`src/sv/dependency_list_parser_defines.svh`:
```
// Assertion macros shared by the dependency list parser modules.
`ifndef DEPENDENCY_LIST_PARSER_DEFINES_SVH
`define DEPENDENCY_LIST_PARSER_DEFINES_SVH

`ifndef SYNTH
// Checked while out of reset, sampled on the rising edge of aclk.
`define DLP_ASSERT(lbl, prop, msg) \
    lbl: assert property (@(posedge aclk) disable iff (!aresetn) (prop)) else $error(msg);
// Checked on every edge, reset included.
`define DLP_ASSERT_ALWAYS(lbl, prop, msg) \
    lbl: assert property (@(posedge aclk) (prop)) else $error(msg);
`else
`define DLP_ASSERT(lbl, prop, msg)
`define DLP_ASSERT_ALWAYS(lbl, prop, msg)
`endif

`endif

```
`src/sv/dlp_pkg.sv`:
```
// Types and constants shared by the dependency list parser.
package dlp_pkg;

    localparam logic [3:0]  MAX_ENTRIES  = 4'd8;
    localparam logic [13:0] MAX_RESPONSE = 14'd8192;
    localparam int          OUT_DEPTH    = 4;

    typedef enum logic [2:0] {
        KIND_COUNT = 3'd0,
        KIND_ENTRY = 3'd1,
        KIND_NAME  = 3'd2,
        KIND_END   = 3'd3,
        KIND_ERROR = 3'd4
    } kind_t;

    typedef struct packed {
        kind_t       kind;
        logic [2:0]  entry_index;
        logic [31:0] entry_count;
        logic [7:0]  found_flag;
        logic [31:0] first_id;
        logic [31:0] second_id;
        logic [31:0] third_id;
        logic [6:0]  name_length;
        logic [7:0]  name_char;
        logic        last_result;
    } res_t;

    // Results produced by one accepted byte: n is 0, 1 or 2.
    typedef struct packed {
        logic [1:0] n;
        res_t       r0;
        res_t       r1;
    } push_t;

endpackage

```
`src/sv/dlp_parser.sv`:
```
// Byte-wise response parser: state update and result formation per word.
`include "dependency_list_parser_defines.svh"

module dlp_parser (
    input  logic                aclk,
    input  logic                aresetn,
    input  logic                in_accept,
    input  logic [7:0]          byte_value,
    input  logic [13:0]         response_length,
    input  logic                last_byte,
    input  logic [6:0]          name_limit,
    output dlp_pkg::push_t      push
);

    typedef enum logic [2:0] {
        PH_HEADER = 3'd0,
        PH_COUNT  = 3'd1,
        PH_START  = 3'd2,
        PH_ID0    = 3'd3,
        PH_ID1    = 3'd4,
        PH_ID2    = 3'd5,
        PH_LEN    = 3'd6,
        PH_NAME   = 3'd7
    } phase_t;

    logic [13:0] offset_reg,    offset_next;
    phase_t      phase_reg,     phase_next;
    logic [31:0] shift_reg,     shift_next;
    logic [1:0]  seen_reg,      seen_next;
    logic [31:0] count_reg,     count_next;
    logic [3:0]  entry_reg,     entry_next;
    logic [7:0]  found_reg,     found_next;
    logic [31:0] id0_reg,       id0_next;
    logic [31:0] id1_reg,       id1_next;
    logic [31:0] id2_reg,       id2_next;
    logic [6:0]  remain_reg,    remain_next;
    logic        stopped_reg,   stopped_next;
    logic [6:0]  hlen_reg,      hlen_next;

    logic [13:0] len_c;
    logic [31:0] shifted;
    logic        field_done;
    logic [6:0]  clamped;
    logic [6:0]  remain_dec;
    logic        emit_a;
    dlp_pkg::res_t res_a;
    dlp_pkg::res_t res_b;

    function automatic dlp_pkg::res_t make_res(
        input dlp_pkg::kind_t k, input logic [3:0] ent, input logic [31:0] cnt,
        input logic [7:0] fnd, input logic [31:0] i0, input logic [31:0] i1,
        input logic [31:0] i2, input logic [6:0] ln, input logic [7:0] ch);
        dlp_pkg::res_t r;
        r = '0;
        r.kind = k;
        if (k != dlp_pkg::KIND_ERROR) begin
            r.entry_index = ent[2:0];
            r.entry_count = cnt;
        end
        if (k == dlp_pkg::KIND_ENTRY || k == dlp_pkg::KIND_NAME) begin
            r.found_flag  = fnd;
            r.first_id    = i0;
            r.second_id   = i1;
            r.third_id    = i2;
            r.name_length = ln;
        end
        if (k == dlp_pkg::KIND_NAME) begin
            r.name_char = ch;
        end
        return r;
    endfunction

    assign len_c      = (response_length > dlp_pkg::MAX_RESPONSE) ?
                        dlp_pkg::MAX_RESPONSE : response_length;
    assign shifted    = {shift_reg[23:0], byte_value};
    assign field_done = (seen_reg == 2'd3);
    assign clamped    = (shifted > {25'd0, name_limit}) ? name_limit : shifted[6:0];
    assign remain_dec = remain_reg - 7'd1;

    always_comb begin
        offset_next  = offset_reg;
        phase_next   = phase_reg;
        shift_next   = shift_reg;
        seen_next    = seen_reg;
        count_next   = count_reg;
        entry_next   = entry_reg;
        found_next   = found_reg;
        id0_next     = id0_reg;
        id1_next     = id1_reg;
        id2_next     = id2_reg;
        remain_next  = remain_reg;
        stopped_next = stopped_reg;
        hlen_next    = hlen_reg;
        emit_a       = 1'b0;
        res_a        = '0;
        res_b        = '0;
        push         = '0;

        if (!stopped_reg && offset_reg < len_c) begin
            case (phase_reg)
                PH_HEADER: begin
                    if (offset_reg >= 14'd27) begin
                        phase_next = PH_COUNT;
                        shift_next = '0;
                        seen_next  = '0;
                    end
                end
                PH_COUNT: begin
                    shift_next = shifted;
                    if (field_done) begin
                        seen_next  = '0;
                        count_next = shifted;
                        phase_next = PH_START;
                        emit_a     = 1'b1;
                        res_a      = make_res(dlp_pkg::KIND_COUNT, entry_reg, shifted,
                                              '0, '0, '0, '0, '0, '0);
                    end else begin
                        seen_next = seen_reg + 2'd1;
                    end
                end
                PH_START: begin
                    if ({28'd0, entry_reg} < count_reg &&
                        entry_reg < dlp_pkg::MAX_ENTRIES &&
                        ({1'b0, offset_reg} + 15'd13) < {1'b0, len_c}) begin
                        found_next = byte_value;
                        id0_next   = '0;
                        id1_next   = '0;
                        id2_next   = '0;
                        hlen_next  = '0;
                        shift_next = '0;
                        seen_next  = '0;
                        phase_next = PH_ID0;
                    end else begin
                        stopped_next = 1'b1;
                    end
                end
                PH_NAME: begin
                    emit_a      = 1'b1;
                    res_a       = make_res(dlp_pkg::KIND_NAME, entry_reg, count_reg,
                                           found_reg, id0_reg, id1_reg, id2_reg,
                                           hlen_reg, byte_value);
                    remain_next = remain_dec;
                    if (remain_dec == 7'd0) begin
                        entry_next = entry_reg + 4'd1;
                        phase_next = PH_START;
                    end
                end
                default: begin
                    // three ids then the name length, all big-endian words
                    shift_next = shifted;
                    if (field_done) begin
                        seen_next  = '0;
                        shift_next = '0;
                        case (phase_reg)
                            PH_ID0: id0_next = shifted;
                            PH_ID1: id1_next = shifted;
                            PH_ID2: id2_next = shifted;
                            default: begin
                                hlen_next = clamped;
                                emit_a    = 1'b1;
                                res_a     = make_res(dlp_pkg::KIND_ENTRY, entry_reg,
                                                     count_reg, found_reg, id0_reg,
                                                     id1_reg, id2_reg, clamped, '0);
                            end
                        endcase
                        if (phase_reg == PH_LEN) begin
                            if (clamped == 7'd0) begin
                                entry_next = entry_reg + 4'd1;
                                phase_next = PH_START;
                            end else begin
                                remain_next = clamped;
                                phase_next  = PH_NAME;
                            end
                        end else begin
                            phase_next = phase_t'(phase_reg + 3'd1);
                        end
                    end else begin
                        seen_next = seen_reg + 2'd1;
                    end
                end
            endcase
        end

        if (last_byte) begin
            if (phase_next inside {PH_START, PH_ID0, PH_ID1, PH_ID2, PH_LEN, PH_NAME}) begin
                res_b = make_res(dlp_pkg::KIND_END, entry_next, count_next,
                                 '0, '0, '0, '0, '0, '0);
            end else begin
                res_b = make_res(dlp_pkg::KIND_ERROR, entry_next, count_next,
                                 '0, '0, '0, '0, '0, '0);
            end
            res_b.last_result = 1'b1;
            offset_next  = '0;
            phase_next   = PH_HEADER;
            shift_next   = '0;
            seen_next    = '0;
            count_next   = '0;
            entry_next   = '0;
            found_next   = '0;
            id0_next     = '0;
            id1_next     = '0;
            id2_next     = '0;
            remain_next  = '0;
            stopped_next = 1'b0;
            hlen_next    = '0;
        end else if (offset_reg != 14'h3fff) begin
            offset_next = offset_reg + 14'd1;
        end

        if (in_accept) begin
            if (emit_a && last_byte) begin
                push.n  = 2'd2;
                push.r0 = res_a;
                push.r1 = res_b;
            end else if (emit_a) begin
                push.n  = 2'd1;
                push.r0 = res_a;
                push.r0.last_result = 1'b1;
            end else if (last_byte) begin
                push.n  = 2'd1;
                push.r0 = res_b;
            end
        end
    end

    always_ff @(posedge aclk) begin
        if (!aresetn) begin
            offset_reg  <= '0;
            phase_reg   <= PH_HEADER;
            shift_reg   <= '0;
            seen_reg    <= '0;
            count_reg   <= '0;
            entry_reg   <= '0;
            found_reg   <= '0;
            id0_reg     <= '0;
            id1_reg     <= '0;
            id2_reg     <= '0;
            remain_reg  <= '0;
            stopped_reg <= 1'b0;
            hlen_reg    <= '0;
        end else if (in_accept) begin
            offset_reg  <= offset_next;
            phase_reg   <= phase_next;
            shift_reg   <= shift_next;
            seen_reg    <= seen_next;
            count_reg   <= count_next;
            entry_reg   <= entry_next;
            found_reg   <= found_next;
            id0_reg     <= id0_next;
            id1_reg     <= id1_next;
            id2_reg     <= id2_next;
            remain_reg  <= remain_next;
            stopped_reg <= stopped_next;
            hlen_reg    <= hlen_next;
        end
    end

    `DLP_ASSERT(a_name_left, (phase_reg == PH_NAME) |-> (remain_reg != 7'd0), "name phase with nothing left")
    `DLP_ASSERT(a_stop_holds, (stopped_reg && !(in_accept && last_byte)) |=> stopped_reg, "stop flag dropped mid-response")
    `DLP_ASSERT(a_pair_ends, (push.n == 2'd2) |-> (push.r1.last_result && !push.r0.last_result), "bad last flag on result pair")

endmodule

```
`src/sv/dlp_out_fifo.sv`:
```
// Result queue taking up to two words per cycle and giving one.
`include "dependency_list_parser_defines.svh"

module dlp_out_fifo #(
    parameter int DEPTH = dlp_pkg::OUT_DEPTH
) (
    input  logic            aclk,
    input  logic            aresetn,
    input  dlp_pkg::push_t  push,
    output logic            in_ready,
    output logic            out_valid,
    input  logic            out_ready,
    output dlp_pkg::res_t   out_res
);

    localparam int PW = (DEPTH > 1) ? $clog2(DEPTH) : 1;
    localparam int CW = $clog2(DEPTH + 1);

    dlp_pkg::res_t mem_reg [DEPTH];
    logic [PW-1:0] wr_ptr_reg, wr_ptr_next;
    logic [PW-1:0] rd_ptr_reg, rd_ptr_next;
    logic [CW-1:0] count_reg,  count_next;
    logic [PW-1:0] wr_ptr_b;
    logic          pop;

    function automatic logic [PW-1:0] ptr_inc(input logic [PW-1:0] p);
        return (p == PW'(DEPTH - 1)) ? '0 : p + PW'(1);
    endfunction

    assign pop       = out_valid && out_ready;
    assign out_valid = (count_reg != '0);
    assign out_res   = mem_reg[rd_ptr_reg];
    assign in_ready  = (count_reg <= CW'(DEPTH - 2));
    assign wr_ptr_b  = ptr_inc(wr_ptr_reg);

    always_comb begin
        wr_ptr_next = wr_ptr_reg;
        case (push.n)
            2'd1:    wr_ptr_next = wr_ptr_b;
            2'd2:    wr_ptr_next = ptr_inc(wr_ptr_b);
            default: wr_ptr_next = wr_ptr_reg;
        endcase
        rd_ptr_next = pop ? ptr_inc(rd_ptr_reg) : rd_ptr_reg;
        count_next  = count_reg + CW'(push.n) - CW'(pop);
    end

    always_ff @(posedge aclk) begin
        if (!aresetn) begin
            wr_ptr_reg <= '0;
            rd_ptr_reg <= '0;
            count_reg  <= '0;
        end else begin
            wr_ptr_reg <= wr_ptr_next;
            rd_ptr_reg <= rd_ptr_next;
            count_reg  <= count_next;
        end
    end

    always_ff @(posedge aclk) begin
        if (push.n != 2'd0) begin
            mem_reg[wr_ptr_reg] <= push.r0;
        end
        if (push.n == 2'd2) begin
            mem_reg[wr_ptr_b] <= push.r1;
        end
    end

    `DLP_ASSERT(a_count_bound, count_reg <= CW'(DEPTH), "result queue overfilled")

endmodule

```
`src/sv/dependency_list_parser.sv`:
```
// Top level of the dependency list response parser.
// Usage:
//   s_* channel: one response byte per word, with the response length and a
//   last-byte flag; bytes are taken whenever s_ready is high.
//   m_* channel: result words (count, entry record, name byte, end marker or
//   short-response error); m_last_result marks the final word of a byte.
//   cfg_* channel: writes the name length limit; always ready, and only to
//   be written while the block is idle.
// Result path: a byte's words are written into the result queue as it is taken.
// Throughput: one byte per cycle. A byte yields at most two words; the
//   result queue of OUT_DEPTH words admits a byte while at least two places
//   are free, so with m_ready held high s_ready stays high, bar the odd
//   bubble after a byte that made two words.
// Reset (aresetn low, synchronous): parser back to the header, queue empty,
//   name limit back to 127.
// Receiver stall: words wait in the queue, s_ready drops once it has fewer
//   than two free places, and no word is lost or repeated.
`include "dependency_list_parser_defines.svh"

module dependency_list_parser #(
    parameter int OUT_DEPTH = dlp_pkg::OUT_DEPTH
) (
    input  logic        aclk,
    input  logic        aresetn,
    input  logic        s_valid,
    output logic        s_ready,
    input  logic [7:0]  s_byte_value,
    input  logic [13:0] s_response_length,
    input  logic        s_last_byte,
    output logic        m_valid,
    input  logic        m_ready,
    output logic [2:0]  m_kind,
    output logic [2:0]  m_entry_index,
    output logic [31:0] m_entry_count,
    output logic [7:0]  m_found_flag,
    output logic [31:0] m_first_id,
    output logic [31:0] m_second_id,
    output logic [31:0] m_third_id,
    output logic [6:0]  m_name_length,
    output logic [7:0]  m_name_char,
    output logic        m_last_result,
    input  logic        cfg_valid,
    output logic        cfg_ready,
    input  logic [6:0]  cfg_name_limit
);

    logic [6:0]     name_limit_reg;
    logic           s_accept;
    dlp_pkg::push_t push;
    dlp_pkg::res_t  head;

    // config register: taken on any cycle
    assign cfg_ready = 1'b1;

    always_ff @(posedge aclk) begin
        if (!aresetn) begin
            name_limit_reg <= 7'd127;
        end else if (cfg_valid && cfg_ready) begin
            name_limit_reg <= cfg_name_limit;
        end
    end

    assign s_accept = s_valid && s_ready;

    dlp_parser u_parser (
        .aclk            (aclk),
        .aresetn         (aresetn),
        .in_accept       (s_accept),
        .byte_value      (s_byte_value),
        .response_length (s_response_length),
        .last_byte       (s_last_byte),
        .name_limit      (name_limit_reg),
        .push            (push)
    );

    dlp_out_fifo #(
        .DEPTH (OUT_DEPTH)
    ) u_out_fifo (
        .aclk      (aclk),
        .aresetn   (aresetn),
        .push      (push),
        .in_ready  (s_ready),
        .out_valid (m_valid),
        .out_ready (m_ready),
        .out_res   (head)
    );

    // unpack the head of the queue
    assign m_kind        = head.kind;
    assign m_entry_index = head.entry_index;
    assign m_entry_count = head.entry_count;
    assign m_found_flag  = head.found_flag;
    assign m_first_id    = head.first_id;
    assign m_second_id   = head.second_id;
    assign m_third_id    = head.third_id;
    assign m_name_length = head.name_length;
    assign m_name_char   = head.name_char;
    assign m_last_result = head.last_result;

    // end and error words always close out the byte that caused them
    `DLP_ASSERT(a_end_is_last, (m_valid && (m_kind == dlp_pkg::KIND_END || m_kind == dlp_pkg::KIND_ERROR)) |-> m_last_result, "end word not flagged last")

endmodule

```
`config.mk`:
```
export PLATFORM = sky130hd
export DESIGN_NAME = dependency_list_parser
export DESIGN_NICKNAME = d
export VERILOG_FILES = /design/src/sv/dlp_pkg.sv /design/src/sv/dlp_parser.sv /design/src/sv/dlp_out_fifo.sv /design/src/sv/dependency_list_parser.sv
export VERILOG_INCLUDE_DIRS = /design/src /design/src/sv
export SDC_FILE = /design/constraint.sdc
export NUM_CORES = 2
export LEC_CHECK = 0
export ABC_AREA = 0
export ABC_CLOCK_PERIOD_IN_PS = 8600
export BUFFER_PORTS_ARGS = -buffer_cell sky130_fd_sc_hd__buf_2
export CORE_MARGIN = 2
export CORE_UTILIZATION = 43
export DETAILED_ROUTE_END_ITERATION = 12
export REMOVE_ABC_BUFFERS = 1
export SLEW_MARGIN = 10
export SYNTH_ARGS = -nofsm -noshare
export SYNTH_HDL_FRONTEND = slang
export SYNTH_SLANG_ARGS = --single-unit
```
`constraint.sdc`:
```
create_clock -name aclk -period 8.6 [get_ports aclk]
set_input_delay 0.43 -clock aclk [delete_from_list [all_inputs] [get_ports aclk]]
set_output_delay 0.43 -clock aclk [all_outputs]
set_load 0.01 [all_outputs]
```
After elaboration in Yosys (flattened, before gate mapping)
Memories as Yosys holds them, arrays and structs flattened. A register that Yosys moved wholly into a read port is not among the register bits. Index checks and enable logic that the tools add are counted.

Logic and storage cells: 205. Memory bits (writable): 632. Memories kept: 1. Bits in registers: 212. Output and inout bits: 161.

Memory list: u_out_fifo.mem_reg (words 4, width 158, rd ports 1, clocked after Yosys merged registers in 1, wr ports 2, line dlp_out_fifo.sv:19) `dlp_pkg::res_t mem_reg [DEPTH];`.

Reductions and logical operators: 39. Muxes and demuxes: 99. Equality and inequality tests: 29. Add/subtract/negate cells: 11. Order comparisons: 8.

Operator list (number): 2-to-1 mux 158 bit (5); 2-to-1 mux 32 bit (17); case mux 158 bit (3 select lines) (1); 2-to-1 mux 160 bit (2); 2-to-1 mux 318 bit (1); case mux 32 bit (2 select lines) (3); 2-to-1 mux 159 bit (1); 2-to-1 mux 156 bit (1); 2-to-1 mux 155 bit (1); 2-to-1 mux 24 bit (4); case mux 24 bit (4 select lines) (1); 2-to-1 mux 7 bit (11); 2-to-1 mux 14 bit (3); greater-than comparator 32 x 7 -> 1 bit (1); less-than comparator 4 x 32 -> 1 bit (1); 2-to-1 mux 8 bit (4); AND reduction 6 bit (5); case mux 7 bit (2 select lines) (2); 2-to-1 mux 3 bit (9); equality test 3 bit, second input constant (8); 2-to-1 mux 4 bit (6); nonzero test 3 bit (8); 2-to-1 mux 2 bit (10); adder 14 x 4 -> 15 bit, second input constant (1); other kinds (41) (80).

Logic depth before layout (Yosys ltp)
Depth in word-level cells: 19. Depth in mapped cells: 22.

Modules after synthesis
From an unflattened synthesis, not the netlist that was laid out.

Cells, all modules: 3230. Area total of the unflattened synthesis: 44167.4 um^2.

Modules (own cells, without submodules): dlp_out_fifo (instances 1, area an instance 31128.6 um^2, cells each 1598); dlp_parser (instances 1, area an instance 12773.5 um^2, cells each 1607); dependency_list_parser (instances 1, area an instance 265.3 um^2, cells each 25).

Worst setup path before layout
OpenSTA, ideal clock, no wires.

Kind: input to register. From: in s_response_length[13]. To: mem u_out_fifo.mem_reg[1][0] (netlist name), enable pin. Arrival: 4279 ps. Stages on the path: 17. Setup slack: 3928 ps. Required time: 8207 ps. Setup time: 393 ps. Path through: inv_1 -> clkbuf_1 -> nand2_1 -> ha_1 -> a211oi_1 -> o211ai_1 -> a21oi_2 -> and3_1 -> clkbuf_1 -> ha_1 -> nand2_1 -> ha_1 -> clkbuf_1 -> a21oi_1 -> clkbuf_1 -> clkbuf_1 -> inv_1.

RTL lines: start, declared (line dependency_list_parser.sv:28) `input logic [13:0] s_response_length,`; end, declared (line dlp_out_fifo.sv:19).

==> results_dict.tcl <==
set metrics [dict create \
    cp_top_family "adder cells" \
    cp-end-kind "flip-flop" \
    dp_hpwl_mm 65.3 \
    num_vias 26600 \
    hold_class "input port to flip-flop" \
    postCtsSetupBuffers 0 \
    p_int_uw 6620 \
    final_cell_mix "688 x dfxtp_1, 534 x a22o_1, 290 x nand2_1" \
    yosys_warnings 0 \
    max-vdd-ir-drop_mv 0.131 \
    core_area_sq_mm 0.0821 \
    comb_power_share_pct 11.7 \
    drive_gt1_share_pct 18.5 \
    path_common_cell "ha_1" \
    cts_sinks 846 \
    largest_reg_flops 632 \
    cts_tree "done" \
    finalHoldViolations 0 \
    drtPass1Iterations 5 \
    p_sw_uw 2390 \
    synth_ff_type "dfxtp_1" \
    area_growth_pct 12.7 \
    drt_first_iter_violations 2275 \
    synth_edf_count 156 \
    initial_core_util_pct 43.4 \
    switching_share_pct 26.6 \
    path_cells "ha_1 > ha_1 > inv_1 > o21ai_2 > or2_1 > and3_1 > ha_1 > nand2_1 > inv_1 > ha_1 > and3_1 > and2_0 > o21ai_2 > o21ai_4 > a22o_1" \
    layout_commonest_cell "dfxtp_1" \
    finalWorstSetupSlack_ns 2.08 \
    tightest_slew_ns 1.23 \
    drc_errors 0 \
    start_kind "flip-flop" \
    drtAntennaViolNets 0 \
    slew_headroom_pct 17.3 \
    gp_congestion 0.882 \
    clockBufferDepth 3 \
    io_pins 196 \
    clock_latency_ns 0.64 \
    path_clk_slew_ns 0.06 \
    worstPathMaxFanout 27 \
    die_area_sq_mm 0.0852 \
    cp.buffers_inverters 2 \
    via_per_inst 6.28 \
    async_reset_ff_share_pct 0 \
    grt_max_degree 71 \
    required_ns 9.09 \
    synth-seq-cells 846 \
    wl_mm 109 \
    pre_cts_slack_ns 2.24 \
    report.final.slew_viol_count 0 \
    placementRows 105 \
    placement.io_buffers 194 \
    power.density_mw_per_mm2 225 \
    die_h_um 292 \
    overflow 0 \
    synth_cells 3049 \
    antenna_found_initial 4 \
    wl_per_cell_um 25.8 \
    ys_types 79 \
    critical_path_class "flip-flop to flip-flop" \
    grt_usage_pct 25.0 \
    grt_pass1_vias 27100 \
    clockPowerShare_pct 42.1 \
    cp.arrival_ns 7.02 \
    cts_max_level 3 \
    max_stage_delay_ns 0.86 \
    grt_pass1_wl_mm 167 \
    setup_viol 0 \
    die_x_um 292 \
    rsz0062_at_grt "no" \
    dpl.cell_count 4077 \
    fin_util_pct 48.9 \
    p_leak_uw 0.0147 \
    status "finished, final reports clean" \
    crit_slowest_cell "o21ai_4" \
    postSynthAreaPerCell_sq_um 11.7 \
    cts_buffers 88 \
    post-route-period-util_pct 75.8 \
    layout.nets 3195 \
    max_freq_ghz 0.153 \
    maxCapViolCount 0 \
    fin_crit_ns 6.52 \
    syn-cell-area_sq_mm 0.0356 \
    power_uw 9010 \
    ys_seq_area_share_pct 51.9 \
    layoutNonFillerInstCount 4238 \
    clock_skew_ns 0.0260 \
    cts_root_buf "clkbuf_16" \
    p_seq_share_pct 46.3 \
]
[repair_timing]
action	CTS	global route
hold buffers	1	0
hold endpoints to repair	1	0
resized for setup	0	0
[power groups by stage]
stage	combinational [uW]	sequential (uW)	clock (uW)
after floorplan	609	4310	0
after global placement	1050	4250	0
after detailed placement	1050	4260	0
after CTS	1060	4170	3840
after global routing	1120	4180	4010
final	1050	4170	3790
[layer usage]
layer / vias up / wire length [um] / part of all wire, % / GRT usage, %
met1: 13600 / 46700 / 43 / 33.6
li1: 11800 / - / - / -
met5: - / 0 / 0 / 0
met3: 208 / 7290 / 6.7 / 4.13
met2: 1052 / 51900 / 48 / 41.0
met4: 0 / 3330 / 3.0 / 8.74
[logic make-up (layout without fill, tap and decap cells)]
family | Yosys count | count (layout) | synth area share (%)
other | 1 | 3 | 0.0105
AOI/OAI and AO/OA | 905 | 905 | 20.3
DFF | 846 | 846 | 51.9
and+or+nand+nor | 630 | 630 | 8.33
buffers and inverters | 317 | 434 | 3.63
muxes | 263 | 263 | 12.9
xor gates and xnor gates | 25 | 25 | 0.615
adders and majority gates | 62 | 62 | 2.20
[synthesized netlist by cell type, types with 36 or more instances]
cell,number,area share (%)
a21boi_0,36,0.76
a21oi_1,46,0.65
a22o_1,534,13
a22oi_1,48,1.0
buf_1,39,0.41
buf_2,50,0.70
clkbuf_1,182,1.9
dfxtp_1,690,39
edfxtp_1,156,13
ha_1,61,2.1
inv_1,39,0.41
mux2i_1,105,3.0
mux4_2,158,10
nand2_1,290,3.1
nand3_1,84,1.2
nor2_1,74,0.78
nor2b_1,53,0.93
o21ai_0,86,1.2
[layout make-up]
cell class / count / area (sq um)
Clock buffer: 119 / 2510
Timing Repair Buffer: 237 / 1300
Fill cell: 7206 / 42000
Sequential cell: 846 / 18500
Multi-Input combinational cell: 1886 / 16000
Tap cell: 1070 / 1340
Antenna cell: 2 / 5.00
Inverter: 39 / 146
Clock inverter: 39 / 372
[tightest hold or removal path: stages]
cell      delay (ns)
buf_2           0.11
nand2_1         0.05
o211ai_1        0.06
[per-stage QoR]
| stage | area (sq um) | setup TNS [ns] | hold WS, ns |
|---|---|---|---|
| 2_1_floorplan | 34500 | -245.83 | 0.420 |
| 3_3_place_gp | 37200 | 0 | 0.432 |
| 3_5_place_dp | 37200 | 0 | 0.442 |
| 4_1_cts | 40100 | 0 | 0.0244 |
| 5_1_grt | 40100 | 0 | 0.0459 |
| 6_report | 40100 | 0 | 0.0578 |
[worst paths after layout]
path,from,end,slack (ns),cells past startpoint
worst max-delay path,u_parser.phase_reg[1]$_SDFFE_PN0P_,u_out_fifo.mem_reg[0][140]$_DFFE_PP_,2.08,15
worst min-delay path,cfg_name_limit[4],name_limit_reg[4]$_SDFFE_PN1P_,0.06,3
worst max register to register,u_parser.phase_reg[1]$_SDFFE_PN0P_,u_out_fifo.mem_reg[0][140]$_DFFE_PP_,2.08,15
worst min register to register,u_out_fifo.mem_reg[1][12]$_SDFFE_PP0P_,u_out_fifo.mem_reg[1][12]$_SDFFE_PP0P_,0.46,2
Note: power is estimated with default switching activity, not from simulation.
